==> config.mk <==
export PLATFORM = sky130hd
export DESIGN_NAME = fletcher_checksum_unit
export DESIGN_NICKNAME = d
export VERILOG_FILES = /design/src/hdl/fcs_pkg.sv /design/src/hdl/fcs_queue.sv /design/src/hdl/fcs_front.sv /design/src/hdl/fcs_back.sv /design/src/hdl/fletcher_checksum_unit.sv
export SDC_FILE = /design/constraint.sdc
export NUM_CORES = 1
export LEC_CHECK = 0
export ABC_AREA = 1
export ABC_CLOCK_PERIOD_IN_PS = 11400
export CORE_MARGIN = 4
export CORE_UTILIZATION = 40
export CTS_CLUSTER_SIZE = 40
export DETAILED_ROUTE_END_ITERATION = 12
export DONT_BUFFER_PORTS = 1
export GPL_TIMING_DRIVEN = 1
export PLACE_DENSITY = 0.51
export SETUP_SLACK_MARGIN = 0.05
export SLEW_MARGIN = 0
export SYNTH_ARGS = -nofsm -noshare
export SYNTH_HDL_FRONTEND = slang
export SYNTH_SLANG_ARGS = --single-unit
==> constraint.sdc <==
create_clock -name clk_i -period 11.4 [get_ports clk_i]
set_input_delay 1.14 -clock clk_i [delete_from_list [all_inputs] [get_ports clk_i]]
set_output_delay 1.14 -clock clk_i [all_outputs]
set_load 0.02 [all_outputs]
==> src/hdl/fcs_pkg.sv <==
// Shared types, codes and helpers for the Fletcher checksum unit.
// No dependencies; fcs_front, fcs_back and the top level import this package.
package fcs_pkg;

  localparam int unsigned WordW = 32;
  localparam int unsigned ResultW = 64;
  localparam int unsigned WordQueueDepthDefault = 4;
  localparam int unsigned ResultQueueDepthDefault = 2;

  localparam logic [1:0] WidthF16 = 2'd0;
  localparam logic [1:0] WidthF32 = 2'd1;
  localparam logic [1:0] WidthF64 = 2'd2;

  typedef struct packed {
    logic [WordW-1:0] word;
    logic             last;
    logic [1:0]       width;
  } word_entry_t;

  function automatic logic [WordW-1:0] width_mask(input logic [1:0] width);
    logic [WordW-1:0] m;
    case (width)
      WidthF16: m = 32'h0000_00ff;
      WidthF32: m = 32'h0000_ffff;
      default:  m = 32'hffff_ffff;
    endcase
    return m;
  endfunction

endpackage

==> src/hdl/fcs_queue.sv <==
// Small first-word-fall-through queue built from registers.
// Depends on nothing; used for the word queue and the result queue.
module fcs_queue #(
  parameter int unsigned Width = 8,
  parameter int unsigned Depth = 4
) (
  input  logic             clk_i,
  input  logic             rst_ni,
  input  logic             push_i,
  input  logic [Width-1:0] data_i,
  output logic             full_o,
  input  logic             pop_i,
  output logic [Width-1:0] data_o,
  output logic             empty_o
);

  localparam int unsigned AddrW = (Depth > 1) ? $clog2(Depth) : 1;
  localparam int unsigned CountW = $clog2(Depth + 1);
  localparam logic [AddrW-1:0] LastAddr = AddrW'(Depth - 1);
  localparam logic [CountW-1:0] FullCount = CountW'(Depth);

  logic [Width-1:0]  mem_q [Depth];
  logic [AddrW-1:0]  wr_ptr_q, rd_ptr_q;
  logic [CountW-1:0] count_q;
  logic              do_push, do_pop;

  assign full_o  = (count_q == FullCount);
  assign empty_o = (count_q == '0);
  assign do_push = push_i && !full_o;
  assign do_pop  = pop_i && !empty_o;
  assign data_o  = mem_q[rd_ptr_q];

  always_ff @(posedge clk_i) begin
    if (do_push) begin
      mem_q[wr_ptr_q] <= data_i;
    end
  end

  always_ff @(posedge clk_i or negedge rst_ni) begin
    if (!rst_ni) begin
      wr_ptr_q <= '0;
      rd_ptr_q <= '0;
      count_q  <= '0;
    end else begin
      if (do_push) begin
        wr_ptr_q <= (wr_ptr_q == LastAddr) ? '0 : wr_ptr_q + AddrW'(1);
      end
      if (do_pop) begin
        rd_ptr_q <= (rd_ptr_q == LastAddr) ? '0 : rd_ptr_q + AddrW'(1);
      end
      if (do_push && !do_pop) begin
        count_q <= count_q + CountW'(1);
      end else if (do_pop && !do_push) begin
        count_q <= count_q - CountW'(1);
      end
    end
  end

endmodule

==> src/hdl/fcs_front.sv <==
// Front end: holds the width register, accepts bytes and packs them into words.
// Depends on fcs_pkg; feeds completed words to the word queue.
module fcs_front
  import fcs_pkg::*;
(
  input  logic        clk_i,
  input  logic        rst_ni,
  input  logic        cfg_valid_i,
  input  logic [1:0]  cfg_data_i,
  input  logic        push_i,
  input  logic [7:0]  data_byte_i,
  input  logic        last_byte_i,
  input  logic        word_full_i,
  output logic        word_push_o,
  output word_entry_t word_entry_o
);

  logic [1:0]       width_q;
  logic [23:0]      word_bytes_q;
  logic [1:0]       byte_slot_q;
  logic [2:0]       slot_inc;
  logic [2:0]       word_size;
  logic [WordW-1:0] word;
  logic             accept;
  logic             complete;

  always_comb begin
    case (width_q)
      WidthF16: word_size = 3'd1;
      WidthF32: word_size = 3'd2;
      default:  word_size = 3'd4;
    endcase
    slot_inc = {1'b0, byte_slot_q} + 3'd1;
    word     = {8'b0, word_bytes_q} | ({24'b0, data_byte_i} << {byte_slot_q, 3'b000});
    complete = (slot_inc >= word_size) || last_byte_i;
    accept   = push_i && !word_full_i;
  end

  assign word_push_o        = accept && complete;
  assign word_entry_o.word  = word;
  assign word_entry_o.last  = last_byte_i;
  assign word_entry_o.width = width_q;

  always_ff @(posedge clk_i or negedge rst_ni) begin
    if (!rst_ni) begin
      width_q      <= WidthF16;
      word_bytes_q <= '0;
      byte_slot_q  <= '0;
    end else begin
      if (cfg_valid_i) begin
        width_q <= cfg_data_i;
      end
      if (accept) begin
        if (complete) begin
          word_bytes_q <= '0;
          byte_slot_q  <= '0;
        end else begin
          word_bytes_q <= word[23:0];
          byte_slot_q  <= slot_inc[1:0];
        end
      end
    end
  end

endmodule

==> src/hdl/fcs_back.sv <==
// Back end: two-stage running-sum pipeline, first sum then second sum.
// Depends on fcs_pkg; pops the word queue and pushes the result queue.
module fcs_back
  import fcs_pkg::*;
(
  input  logic               clk_i,
  input  logic               rst_ni,
  input  logic               word_valid_i,
  input  word_entry_t        word_entry_i,
  output logic               word_pop_o,
  input  logic               res_full_i,
  output logic               res_push_o,
  output logic [ResultW-1:0] res_data_o
);

  function automatic logic [WordW-1:0] mod_add(input logic [WordW-1:0] a,
                                               input logic [WordW-1:0] b,
                                               input logic [WordW-1:0] m);
    logic [WordW:0] t;
    t = {1'b0, a} + {1'b0, b};
    if (t >= {1'b0, m}) begin
      t = t - {1'b0, m};
    end
    return t[WordW-1:0];
  endfunction

  logic [WordW-1:0] sum_first_q, sum_second_q;
  logic [WordW-1:0] b_s1_q;
  logic             b_valid_q, b_last_q;
  logic [1:0]       b_width_q;
  logic [WordW-1:0] mask_a, mask_b, s1_new, s2_new;
  logic             back_en;

  always_comb begin
    mask_a = width_mask(word_entry_i.width);
    mask_b = width_mask(b_width_q);
    s1_new = mod_add(sum_first_q & mask_a, word_entry_i.word & mask_a, mask_a);
    s2_new = mod_add(sum_second_q & mask_b, b_s1_q, mask_b);
    case (b_width_q)
      WidthF16: res_data_o = {48'b0, s2_new[7:0], b_s1_q[7:0]};
      WidthF32: res_data_o = {32'b0, s2_new[15:0], b_s1_q[15:0]};
      default:  res_data_o = {s2_new, b_s1_q};
    endcase
  end

  assign back_en    = !(b_valid_q && b_last_q && res_full_i);
  assign word_pop_o = back_en && word_valid_i;
  assign res_push_o = back_en && b_valid_q && b_last_q;

  always_ff @(posedge clk_i or negedge rst_ni) begin
    if (!rst_ni) begin
      sum_first_q  <= '0;
      sum_second_q <= '0;
      b_s1_q       <= '0;
      b_valid_q    <= 1'b0;
      b_last_q     <= 1'b0;
      b_width_q    <= WidthF16;
    end else if (back_en) begin
      b_valid_q <= word_valid_i;
      if (word_valid_i) begin
        sum_first_q <= word_entry_i.last ? '0 : s1_new;
        b_s1_q      <= s1_new;
        b_last_q    <= word_entry_i.last;
        b_width_q   <= word_entry_i.width;
      end
      if (b_valid_q) begin
        sum_second_q <= b_last_q ? '0 : s2_new;
      end
    end
  end

endmodule

==> src/hdl/fletcher_checksum_unit.sv <==
// Top level of the Fletcher-16/32/64 checksum unit.
// Depends on fcs_pkg, fcs_front, fcs_queue and fcs_back.
//
// Usage: message bytes enter through push/full, one beat per byte, with
// last_byte_i set on the final byte. Each message yields one 64-bit checksum
// on the result side, read through empty/pop; checksum_o shows the oldest
// waiting result whenever empty is low. The width register (0: Fletcher-16,
// 1: Fletcher-32, 2 or 3: Fletcher-64) is written through the cfg channel,
// which is always ready; it should change only while no message is pending.
// Throughput is one byte per clock while full is low. The word that holds a
// final byte is written into the word queue, passes the first-sum stage
// register, and its second-sum result is then pushed into the result queue.
// The two sums sit in separate stages, so each stage holds a
// single modular add. When the receiver stops popping, the result queue and
// then the word queue fill and full rises; no beat is lost. Reset clears all
// sums, the byte packer and both queues and sets the width to Fletcher-16.
module fletcher_checksum_unit
  import fcs_pkg::*;
#(
  parameter int unsigned WordQueueDepth   = WordQueueDepthDefault,
  parameter int unsigned ResultQueueDepth = ResultQueueDepthDefault
) (
  input  logic               clk_i,
  input  logic               rst_ni,
  input  logic               cfg_valid_i,
  output logic               cfg_ready_o,
  input  logic [1:0]         cfg_data_i,
  input  logic               push,
  output logic               full,
  input  logic [7:0]         data_byte_i,
  input  logic               last_byte_i,
  output logic               empty,
  input  logic               pop,
  output logic [ResultW-1:0] checksum_o
);

  localparam int unsigned EntryW = $bits(word_entry_t);

  word_entry_t        front_entry, back_entry;
  logic               word_push, word_full, word_pop, word_empty;
  logic               res_push, res_full;
  logic [ResultW-1:0] res_data;
  logic [EntryW-1:0]  back_entry_bits;

  assign cfg_ready_o = 1'b1;
  assign full        = word_full;
  assign back_entry  = word_entry_t'(back_entry_bits);

  fcs_front u_front (
    .clk_i        (clk_i),
    .rst_ni       (rst_ni),
    .cfg_valid_i  (cfg_valid_i),
    .cfg_data_i   (cfg_data_i),
    .push_i       (push),
    .data_byte_i  (data_byte_i),
    .last_byte_i  (last_byte_i),
    .word_full_i  (word_full),
    .word_push_o  (word_push),
    .word_entry_o (front_entry)
  );

  fcs_queue #(
    .Width (EntryW),
    .Depth (WordQueueDepth)
  ) u_word_queue (
    .clk_i   (clk_i),
    .rst_ni  (rst_ni),
    .push_i  (word_push),
    .data_i  (front_entry),
    .full_o  (word_full),
    .pop_i   (word_pop),
    .data_o  (back_entry_bits),
    .empty_o (word_empty)
  );

  fcs_back u_back (
    .clk_i        (clk_i),
    .rst_ni       (rst_ni),
    .word_valid_i (!word_empty),
    .word_entry_i (back_entry),
    .word_pop_o   (word_pop),
    .res_full_i   (res_full),
    .res_push_o   (res_push),
    .res_data_o   (res_data)
  );

  fcs_queue #(
    .Width (ResultW),
    .Depth (ResultQueueDepth)
  ) u_result_queue (
    .clk_i   (clk_i),
    .rst_ni  (rst_ni),
    .push_i  (res_push),
    .data_i  (res_data),
    .full_o  (res_full),
    .pop_i   (pop),
    .data_o  (checksum_o),
    .empty_o (empty)
  );

  a_word_push_room: assert property (@(posedge clk_i) disable iff (!rst_ni)
    word_push |-> !word_full)
    else $error("Word pushed into a full word queue.");

  a_word_pop_data: assert property (@(posedge clk_i) disable iff (!rst_ni)
    word_pop |-> !word_empty)
    else $error("Word popped from an empty word queue.");

  a_result_push_room: assert property (@(posedge clk_i) disable iff (!rst_ni)
    res_push |-> !res_full)
    else $error("Result pushed into a full result queue.");

endmodule
==> flow_metrics.tcl, run 1 <==
set metrics [dict create \
    status "finished, final reports clean" \
    synth-edff-count 268 \
    wl_per_cell_um 19.6 \
    antenna_found_initial 0 \
    required_ns 11.82 \
    arrival_ns 8.15 \
    cts_tree "built" \
    final_util 0.441 \
    root_buffer "clkbuf_16" \
    grt_util_all_layers 0.236 \
    worst_r2r_endpoint "u_back.b_s1_q[16]" \
    die_w_um 260 \
    grt_start_max_net_pins 140 \
    crit_type "reg -> reg" \
    cp-end-kind "flip-flop" \
    r2r-start "u_word_queue.rd_ptr_q[0]" \
    vias 21600 \
    setup_viol 0 \
    grt_overflow 0 \
    crit_path_max_fanout 66 \
    dpl.hpwl_um 61400 \
    drt_iter0_drc 1563 \
    drive_gt1_frac 0.0461 \
    grt_pass1_vias 21200 \
    ys_types 55 \
    yosysWarnings 0 \
    rsz0062_at_grt "false" \
    top_layer_used "met4" \
    setup.worst_path.start_class "flip-flop" \
    ys_seq_area_frac 0.452 \
    grt_pass1_wl_um 124000 \
    floorplan.initialDensity 0.404 \
    coreArea_um2 63100 \
    timing.final.crit_period_ns 7.73 \
    port_buffers 0 \
    syn_nets 3435 \
    ant_nets 0 \
    avgSynthCellArea_um2 7.75 \
    synth_area_leaders "edfxtp_1, nand2_1, dfrtp_1" \
    hold_path.class "in -> async" \
    firstDrtPassIters 6 \
    cts_setup_buffers 0 \
    cap_viol_max_count 0 \
    cts_inserted_buffers 46 \
    final.setup.tns_ns 0 \
    post_cts_resized 0 \
    nNetsFinal 3403 \
    final_cell_mix "nand2_1, inv_1, nor2_1" \
    synth_top_area_frac 0.316 \
    clkLatencyLatePin_ns 0.59 \
    async_flop_share 0.342 \
    synth_cells 3291 \
    syn2layout_area_growth_pct 9.07 \
    tightest_slew_ns 1.15 \
    clockBufferDepth 3 \
    ys_ff_latch 407 \
    globalplace.congestion 0.969 \
    hold_viol_final 0 \
    max_freq_mhz 129 \
    die_h_um 260 \
    dr_wl_met3_um 3350 \
    rr_worst_depth 26 \
    relSlewSlack 0.232 \
    skew_ns 0.0147 \
    h-tree-depth 2 \
    cts_num_sinks 407 \
    wl_met1_um 35500 \
    synth.largest_area_cell "edfxtp_1" \
    netlist_area_um2 25500 \
    final_common_cell "nand2_1" \
    slew_violations 0 \
    wl_um 81000 \
    antenna_cells 0 \
    timing.final.crit_share 0.678 \
    drc 0 \
    r2r_slack_ns 3.67 \
    vias_per_cell 5.21 \
    row_count 92 \
    ctsHoldBuffers 0 \
    path_clk_slew_ns 0.06 \
    synth_ff_type "edfxtp_1" \
    die_area_um2 67900 \
    wl_met2_um 39700 \
    pin_count 83 \
]
[critical path: stages (launching register included)]
cell	delay, ns
dfrtp_2	0.44
buf_4	0.57
nand2_1	0.13
a32oi_2	0.67
clkinv_1	0.21
nand2_1	0.26
clkinv_1	0.42
nor2_1	0.22
ha_1	0.32
a21oi_1	0.25
nand2_1	0.08
a21oi_1	0.33
o21ai_0	0.28
xnor2_1	0.36
inv_1	0.08
ha_1	0.37
nand2_1	0.13
nor2_1	0.11
inv_1	0.07
nor2_1	0.24
nand4_1	0.14
nand2_1	0.20
nand3_2	0.62
nand2_4	0.63
nand2_1	0.15
nand3_1	0.10
o21ai_0	0.10
[sequential cells by signal (all words and copies together) (netlist names), 2 cells and up]
signal,flops
u_back.b_s1_q,32
u_back.b_width_q,2
u_back.sum_first_q,32
u_back.sum_second_q,32
u_front.byte_slot_q,2
u_front.width_q,2
u_front.word_bytes_q,24
u_result_queue.count_q,2
u_result_queue.mem_q,128
u_word_queue.count_q,3
u_word_queue.mem_q,140
u_word_queue.rd_ptr_q,2
u_word_queue.wr_ptr_q,2
[stage by stage]
step | setup slack (ns) | instances | hold WS (ns) | instance area (um^2)
after CTS | 3.67 | 4142 | 0.209 | 27800
after detailed placement | 3.68 | 4057 | 0.465 | 26300
after global routing | 2.90 | 4142 | 0.213 | 27800
final | 3.67 | 4142 | 0.247 | 27800
after global placement | 3.91 | 4057 | 0.464 | 26300
after floorplan | 6.48 | 3291 | 0.449 | 25500
[cells in the mapped netlist (3+ instances only)]
library cell / n
ha_1: 125
dfrtp_1: 139
buf_4: 4
edfxtp_1: 268
xor2_1: 43
xnor2_1: 40
clkbuf_1: 79
nor2_1: 323
nand2_1: 976
buf_1: 7
a21boi_0: 3
clkinv_1: 7
nor3_1: 30
a21oi_1: 142
nor4_1: 9
nand3_2: 9
and3_1: 3
buf_6: 4
buf_2: 6
o21bai_1: 17
nor2_2: 3
fa_1: 3
nor2_4: 4
a31oi_1: 9
nand2_2: 22
a21o_1: 13
o22ai_1: 31
nand4_1: 29
nand3b_1: 16
inv_1: 423
o21ai_0: 169
o21a_1: 12
nand3_1: 265
o21ai_1: 27
[cell families (layout without fill, tap and decap cells)]
family / after synthesis / after routing / synth area share
other: 1 / 1 / 0.000147
AO/OA/AOI/OAI: 440 / 440 / 0.0954
flip-flops: 407 / 407 / 0.452
multiplexers: 2 / 2 / 0.000883
buffers and inverters: 532 / 537 / 0.0804
adder cells (fa/ha/maj): 128 / 128 / 0.0637
XOR/XNOR: 84 / 84 / 0.0291
AND/OR/NAND/NOR: 1697 / 1697 / 0.278
[worst max path at each step]
stage                                   from                end  depth (start not counted)
floorplan           u_word_queue.rd_ptr_q[0]  u_back.b_s1_q[24]                         28
global placement    u_word_queue.rd_ptr_q[0]   u_back.b_s1_q[8]                         26
detailed placement  u_word_queue.rd_ptr_q[0]  u_back.b_s1_q[16]                         26
CTS                 u_word_queue.rd_ptr_q[0]  u_back.b_s1_q[16]                         26
global route        u_word_queue.rd_ptr_q[0]  u_back.b_s1_q[20]                         26
finish              u_word_queue.rd_ptr_q[0]  u_back.b_s1_q[16]                         26
[per-layer routing]
layer / global-route usage / vias up
met5: 0 / -
met4: 0.0705 / 0
met3: 0.0235 / 110
met2: 0.416 / 498
met1: 0.309 / 10300
li1: - / 10700
[cell type report]
class | count | area [um^2]
clock buffers | 58 | 1210
clock inverters | 27 | 260
fillers | 6478 | 35300
inverters | 432 | 1620
multi-input cells | 2352 | 12000
flip-flops and latches | 407 | 11500
well taps | 846 | 1060
repair buffers | 20 | 150
Power of run 1 is not shown: default switching activity piles up to over one toggle a cycle in this logic, so the estimate is an artifact.
==> run 2, diff against run 1 <==
--- a/config.mk
+++ b/config.mk
@@ -6,7 +6,7 @@
 export NUM_CORES = 1
 export LEC_CHECK = 0
 export ABC_AREA = 1
-export ABC_CLOCK_PERIOD_IN_PS = 11400
+export ABC_CLOCK_PERIOD_IN_PS = 7720
 export CORE_MARGIN = 4
 export CORE_UTILIZATION = 40
 export CTS_CLUSTER_SIZE = 40
==> constraint.sdc (replaced) <==
create_clock -name clk_i -period 7.72 [get_ports clk_i]
set_input_delay 0.772 -clock clk_i [delete_from_list [all_inputs] [get_ports clk_i]]
set_output_delay 0.772 -clock clk_i [all_outputs]
set_load 0.02 [all_outputs]
==> flow_metrics.tcl, run 2 (synthesis gave the netlist of run 1 again) <==
set metrics [dict create \
    slowest_delay_ns 0.54 \
    setup_viol 0 \
    grt_start_max_net_pins 140 \
    die_h_um 260 \
    wl_um 85600 \
    final_cell_mix "nand2_1, inv_1, nor2_1" \
    grt_pass1_wl_um 130000 \
    ant_nets 0 \
    r2r-start "u_word_queue.rd_ptr_q[0]" \
    vias_per_cell 5.23 \
    path_clk_slew_ns 0.06 \
    final_common_cell "nand2_1" \
    globalplace.congestion 0.930 \
    crit_slowest_cell "nor3_1" \
    cap_viol_max_count 0 \
    regMostFlops "u_word_queue.mem_q" \
    grt_util_all_layers 0.250 \
    wl_per_cell_um 20.6 \
    cts_inserted_buffers 46 \
    coreArea_um2 63100 \
    max_freq_mhz 160 \
    setup.worst_path.start_class "flip-flop" \
    timing.final.crit_period_ns 6.25 \
    cts_setup_buffers 0 \
    hold_path.class "in -> async" \
    floorplan.initialDensity 0.404 \
    cp-end-kind "flip-flop" \
    clockBufferDepth 3 \
    firstDrtPassIters 7 \
    die_w_um 260 \
    startpoint "u_word_queue.rd_ptr_q[0]" \
    status "finished, final reports clean" \
    root_buffer "clkbuf_16" \
    relSlewSlack 0.266 \
    row_count 92 \
    crit_type "reg -> reg" \
    cts_num_sinks 407 \
    drt_iter0_drc 1666 \
    slew_violations 0 \
    required_ns 8.18 \
    pin_count 83 \
    grt_overflow 0 \
    post_cts_resized 0 \
    rsz0062_at_grt "false" \
    top_regs "u_word_queue.mem_q: 140 flops, u_result_queue.mem_q: 128 flops" \
    crit_path_max_fanout 23 \
    syn2layout_area_growth_pct 10.0 \
    die_area_um2 67900 \
    arrival_ns 6.71 \
    drc 0 \
    largest_reg_flops 140 \
    tightest_slew_ns 1.10 \
    nNetsFinal 3412 \
    timing.final.crit_share 0.810 \
    drive_gt1_frac 0.0511 \
    timing.critical_path.mode_cell "nand2_1" \
    vias 21700 \
    h-tree-depth 2 \
    dpl.hpwl_um 65400 \
    skew_ns 0.0338 \
    final.setup.tns_ns 0 \
    ctsHoldBuffers 1 \
    antenna_found_initial 0 \
    grt_pass1_vias 21200 \
    port_buffers 0 \
    clkLatencyLatePin_ns 0.62 \
    cts_tree "built" \
    hold_viol_final 0 \
]
run 2: cell types whose count changed in the layout (fill, tap and decap cells not counted), moves of 2 or more:
cell / change
buf_4: +8
bufinv_16: +4
clkbuf_1: -2
clkbuf_8: +4
clkinv_1: -5
clkinv_2: +3
clkinv_4: -2
clkinvlp_4: -2
run 2: stage by stage:
step | cell area [um^2] | utilization | std cells | hold slack (ns) | setup slack (ns)
2_1_floorplan | 25500 | - | 3291 | 0.449 | 2.80
3_3_place_gp | 26400 | 0.419 | 4065 | 0.464 | 1.59
3_5_place_dp | 26400 | 0.419 | 4065 | 0.465 | 1.52
4_1_cts | 28100 | 0.445 | 4152 | 0.152 | 1.49
5_1_grt | 28100 | 0.445 | 4152 | 0.125 | 0.878
6_report | 28100 | 0.445 | 4153 | 0.0440 | 1.47
run 2: worst max-delay path: cells and delay by family (launching register included):
family                   cells  cell delay [ns]
AO/OA/AOI/OAI                3             0.48
buffers and inverters        6             1.31
AND/OR/NAND/NOR             17             2.81
flip-flops                   1             0.49
adder cells (fa/ha/maj)      2             0.59
XOR/XNOR                     1             0.36
run 2: final timing paths:
| kind | endpoint | cells after the start | slack [ns] |
|---|---|---|---|
| max | u_back.b_s1_q[9] | 29 | 1.47 |
| min | u_front.word_bytes_q[21] | 1 | 0.04 |
| max reg2reg | u_back.b_s1_q[9] | 29 | 1.47 |
| min reg2reg | u_back.sum_second_q[25] | 2 | 0.48 |
| max in group asynchronous | u_back.sum_first_q[25] | 1 | 6.82 |
| min in group clk_i | u_word_queue.mem_q[1][2] | 0 | 0.27 |
run 2: area by class of cell:
cell class	count	area [um^2]
multi-input combinational	2352	12000
fill	6490	35000
timing repair buffer	29	238
inverter	432	1620
clock inverter	26	370
tap	846	1060
clock buffer	60	1250
sequential	407	11500
antenna	1	2.50
run 2: metal layers:
metal | GRT usage | vias to the layer above | share of wire
met1 | 0.329 | 10400 | 0.45
met5 | 0 | - | 0
met4 | 0.0827 | 0 | 0.035
met2 | 0.430 | 467 | 0.48
li1 | - | 10700 | -
met3 | 0.0280 | 140 | 0.038
Power of run 2 is left out for the same reason.
==> run 3, diff against run 2 <==
--- a/config.mk
+++ b/config.mk
@@ -6,7 +6,7 @@
 export NUM_CORES = 1
 export LEC_CHECK = 0
 export ABC_AREA = 1
-export ABC_CLOCK_PERIOD_IN_PS = 7720
+export ABC_CLOCK_PERIOD_IN_PS = 6200
 export CORE_MARGIN = 4
 export CORE_UTILIZATION = 40
 export CTS_CLUSTER_SIZE = 40
==> constraint.sdc (replaced) <==
create_clock -name clk_i -period 6.2 [get_ports clk_i]
set_input_delay 0.62 -clock clk_i [delete_from_list [all_inputs] [get_ports clk_i]]
set_output_delay 0.62 -clock clk_i [all_outputs]
set_load 0.02 [all_outputs]
==> flow_metrics.tcl, run 3 (synthesis gave the netlist of run 1 again) <==
set metrics [dict create \
    status "finished, final reports clean" \
    final.setup.tns_ns 0 \
    die_w_um 260 \
    setup.worst_path.start_class "flip-flop" \
    grt_pass1_vias 21500 \
    cts_tree "built" \
    final_cell_mix "nand2_1, inv_1, nor2_1" \
    antenna_found_initial 0 \
    cts_setup_buffers 0 \
    final_common_cell "nand2_1" \
    syn2layout_area_growth_pct 10.2 \
    slowest_delay_ns 0.40 \
    ant_nets 0 \
    dpl.hpwl_um 64100 \
    arrival_ns 6.16 \
    drt_iter0_drc 1802 \
    cp-end-kind "flip-flop" \
    pre_cts_ws_ns 0.357 \
    floorplan.initialDensity 0.404 \
    hold_viol_final 0 \
    slew_violations 0 \
    row_count 92 \
    crit_type "reg -> reg" \
    top_regs "u_word_queue.mem_q: 140 flops, u_result_queue.mem_q: 128 flops" \
    drc 0 \
    largest_reg_flops 140 \
    clockBufferDepth 3 \
    relSlewSlack 0.334 \
    h-tree-depth 2 \
    timing.final.crit_period_ns 5.62 \
    cp_top_family "simple AND/OR/NAND/NOR gates" \
    n_fill_cell 6435 \
    coreArea_um2 63100 \
    regMostFlops "u_word_queue.mem_q" \
    r2r_slack_ns 0.58 \
    timing.critical_path.mode_cell "nand2_1" \
    final_area_um2 28100 \
    wl_per_cell_um 20.3 \
    grt_util_all_layers 0.246 \
    die_area_um2 67900 \
    firstDrtPassIters 5 \
    cap_viol_max_count 0 \
    timing.final.crit_share 0.907 \
    cts_num_sinks 407 \
    port_buffers 0 \
    setup_viol 0 \
    crit_path_max_fanout 32 \
    nNetsFinal 3419 \
    grt_overflow 0 \
    grt_pass1_wl_um 129000 \
    tightest_slew_ns 0.996 \
    cts_inserted_buffers 46 \
    grt_start_max_net_pins 140 \
    vias 21900 \
    required_ns 6.73 \
    skew_ns 0.0404 \
    die_h_um 260 \
    wl_um 84300 \
    pin_count 83 \
    rsz0062_at_grt "false" \
    root_buffer "clkbuf_16" \
    vias_per_cell 5.26 \
    multi_input_area_um2 12000 \
    hold_path.class "in -> async" \
    globalplace.congestion 0.979 \
    timing.final.ws_setup_ns 0.576 \
    drive_gt1_frac 0.0561 \
    path_clk_slew_ns 0.06 \
    crit_buf_inv 7 \
    clkLatencyLatePin_ns 0.61 \
    crit_slowest_cell "dfrtp_2" \
    register_area_um2 11500 \
    timing.hold.ws_ns 0.0134 \
    max_freq_mhz 178 \
    placed_area_um2 26500 \
]
## run 3: changes by cell type in the layout (fill, tap and decap cells not counted), sizes merged
cell      change
clkbuf        -9
buf           +7
clkinvlp      +6
clkinv        +3
bufinv        -2
inv           +2
## run 3: metrics by stage
step | util | instances
after CTS | 0.445 | 4159
after floorplan | - | 3291
after global placement | 0.420 | 4072
final | 0.445 | 4160
after global routing | 0.445 | 4159
after detailed placement | 0.420 | 4072
## run 3: worst paths after layout
| path | startpoint | to | depth (start not counted) |
|---|---|---|---|
| max in group asynchronous | rst_ni | u_result_queue.rd_ptr_q | 1 |
| min reg2reg | u_back.sum_second_q[17] | u_back.sum_second_q[17] | 2 |
| max | u_word_queue.rd_ptr_q[0] | u_back.sum_first_q[19] | 30 |
| min in group clk_i | last_byte_i | u_word_queue.mem_q[3][2] | 0 |
| min | rst_ni | u_front.word_bytes_q[5] | 1 |
| max reg2reg | u_word_queue.rd_ptr_q[0] | u_back.sum_first_q[19] | 30 |
## run 3: layout make-up
cell class,count,area share
clock inverters,35,0.0130
multi-input cells,2352,0.427
clock buffers,51,0.0431
flip-flops and latches,407,0.410
repair buffers,36,0.0109
diodes,1,0.0000891
well taps,846,0.0377
inverters,432,0.0578
## run 3: repair_timing
item / CTS / global route
setup endpoints to repair: 0 / 64
endpoints found under the hold margin: 139 / 0
hold buffers: 1 / 0
resized for setup: 0 / 5
## run 3: routing by layer
metal,wire length (um),vias up,global-route usage
met5,0,-,0
met4,2590,0,0.0726
met3,3650,119,0.0238
met2,40700,572,0.427
met1,37400,10500,0.327
li1,-,10700,-
Power of run 3 is left out for the same reason.
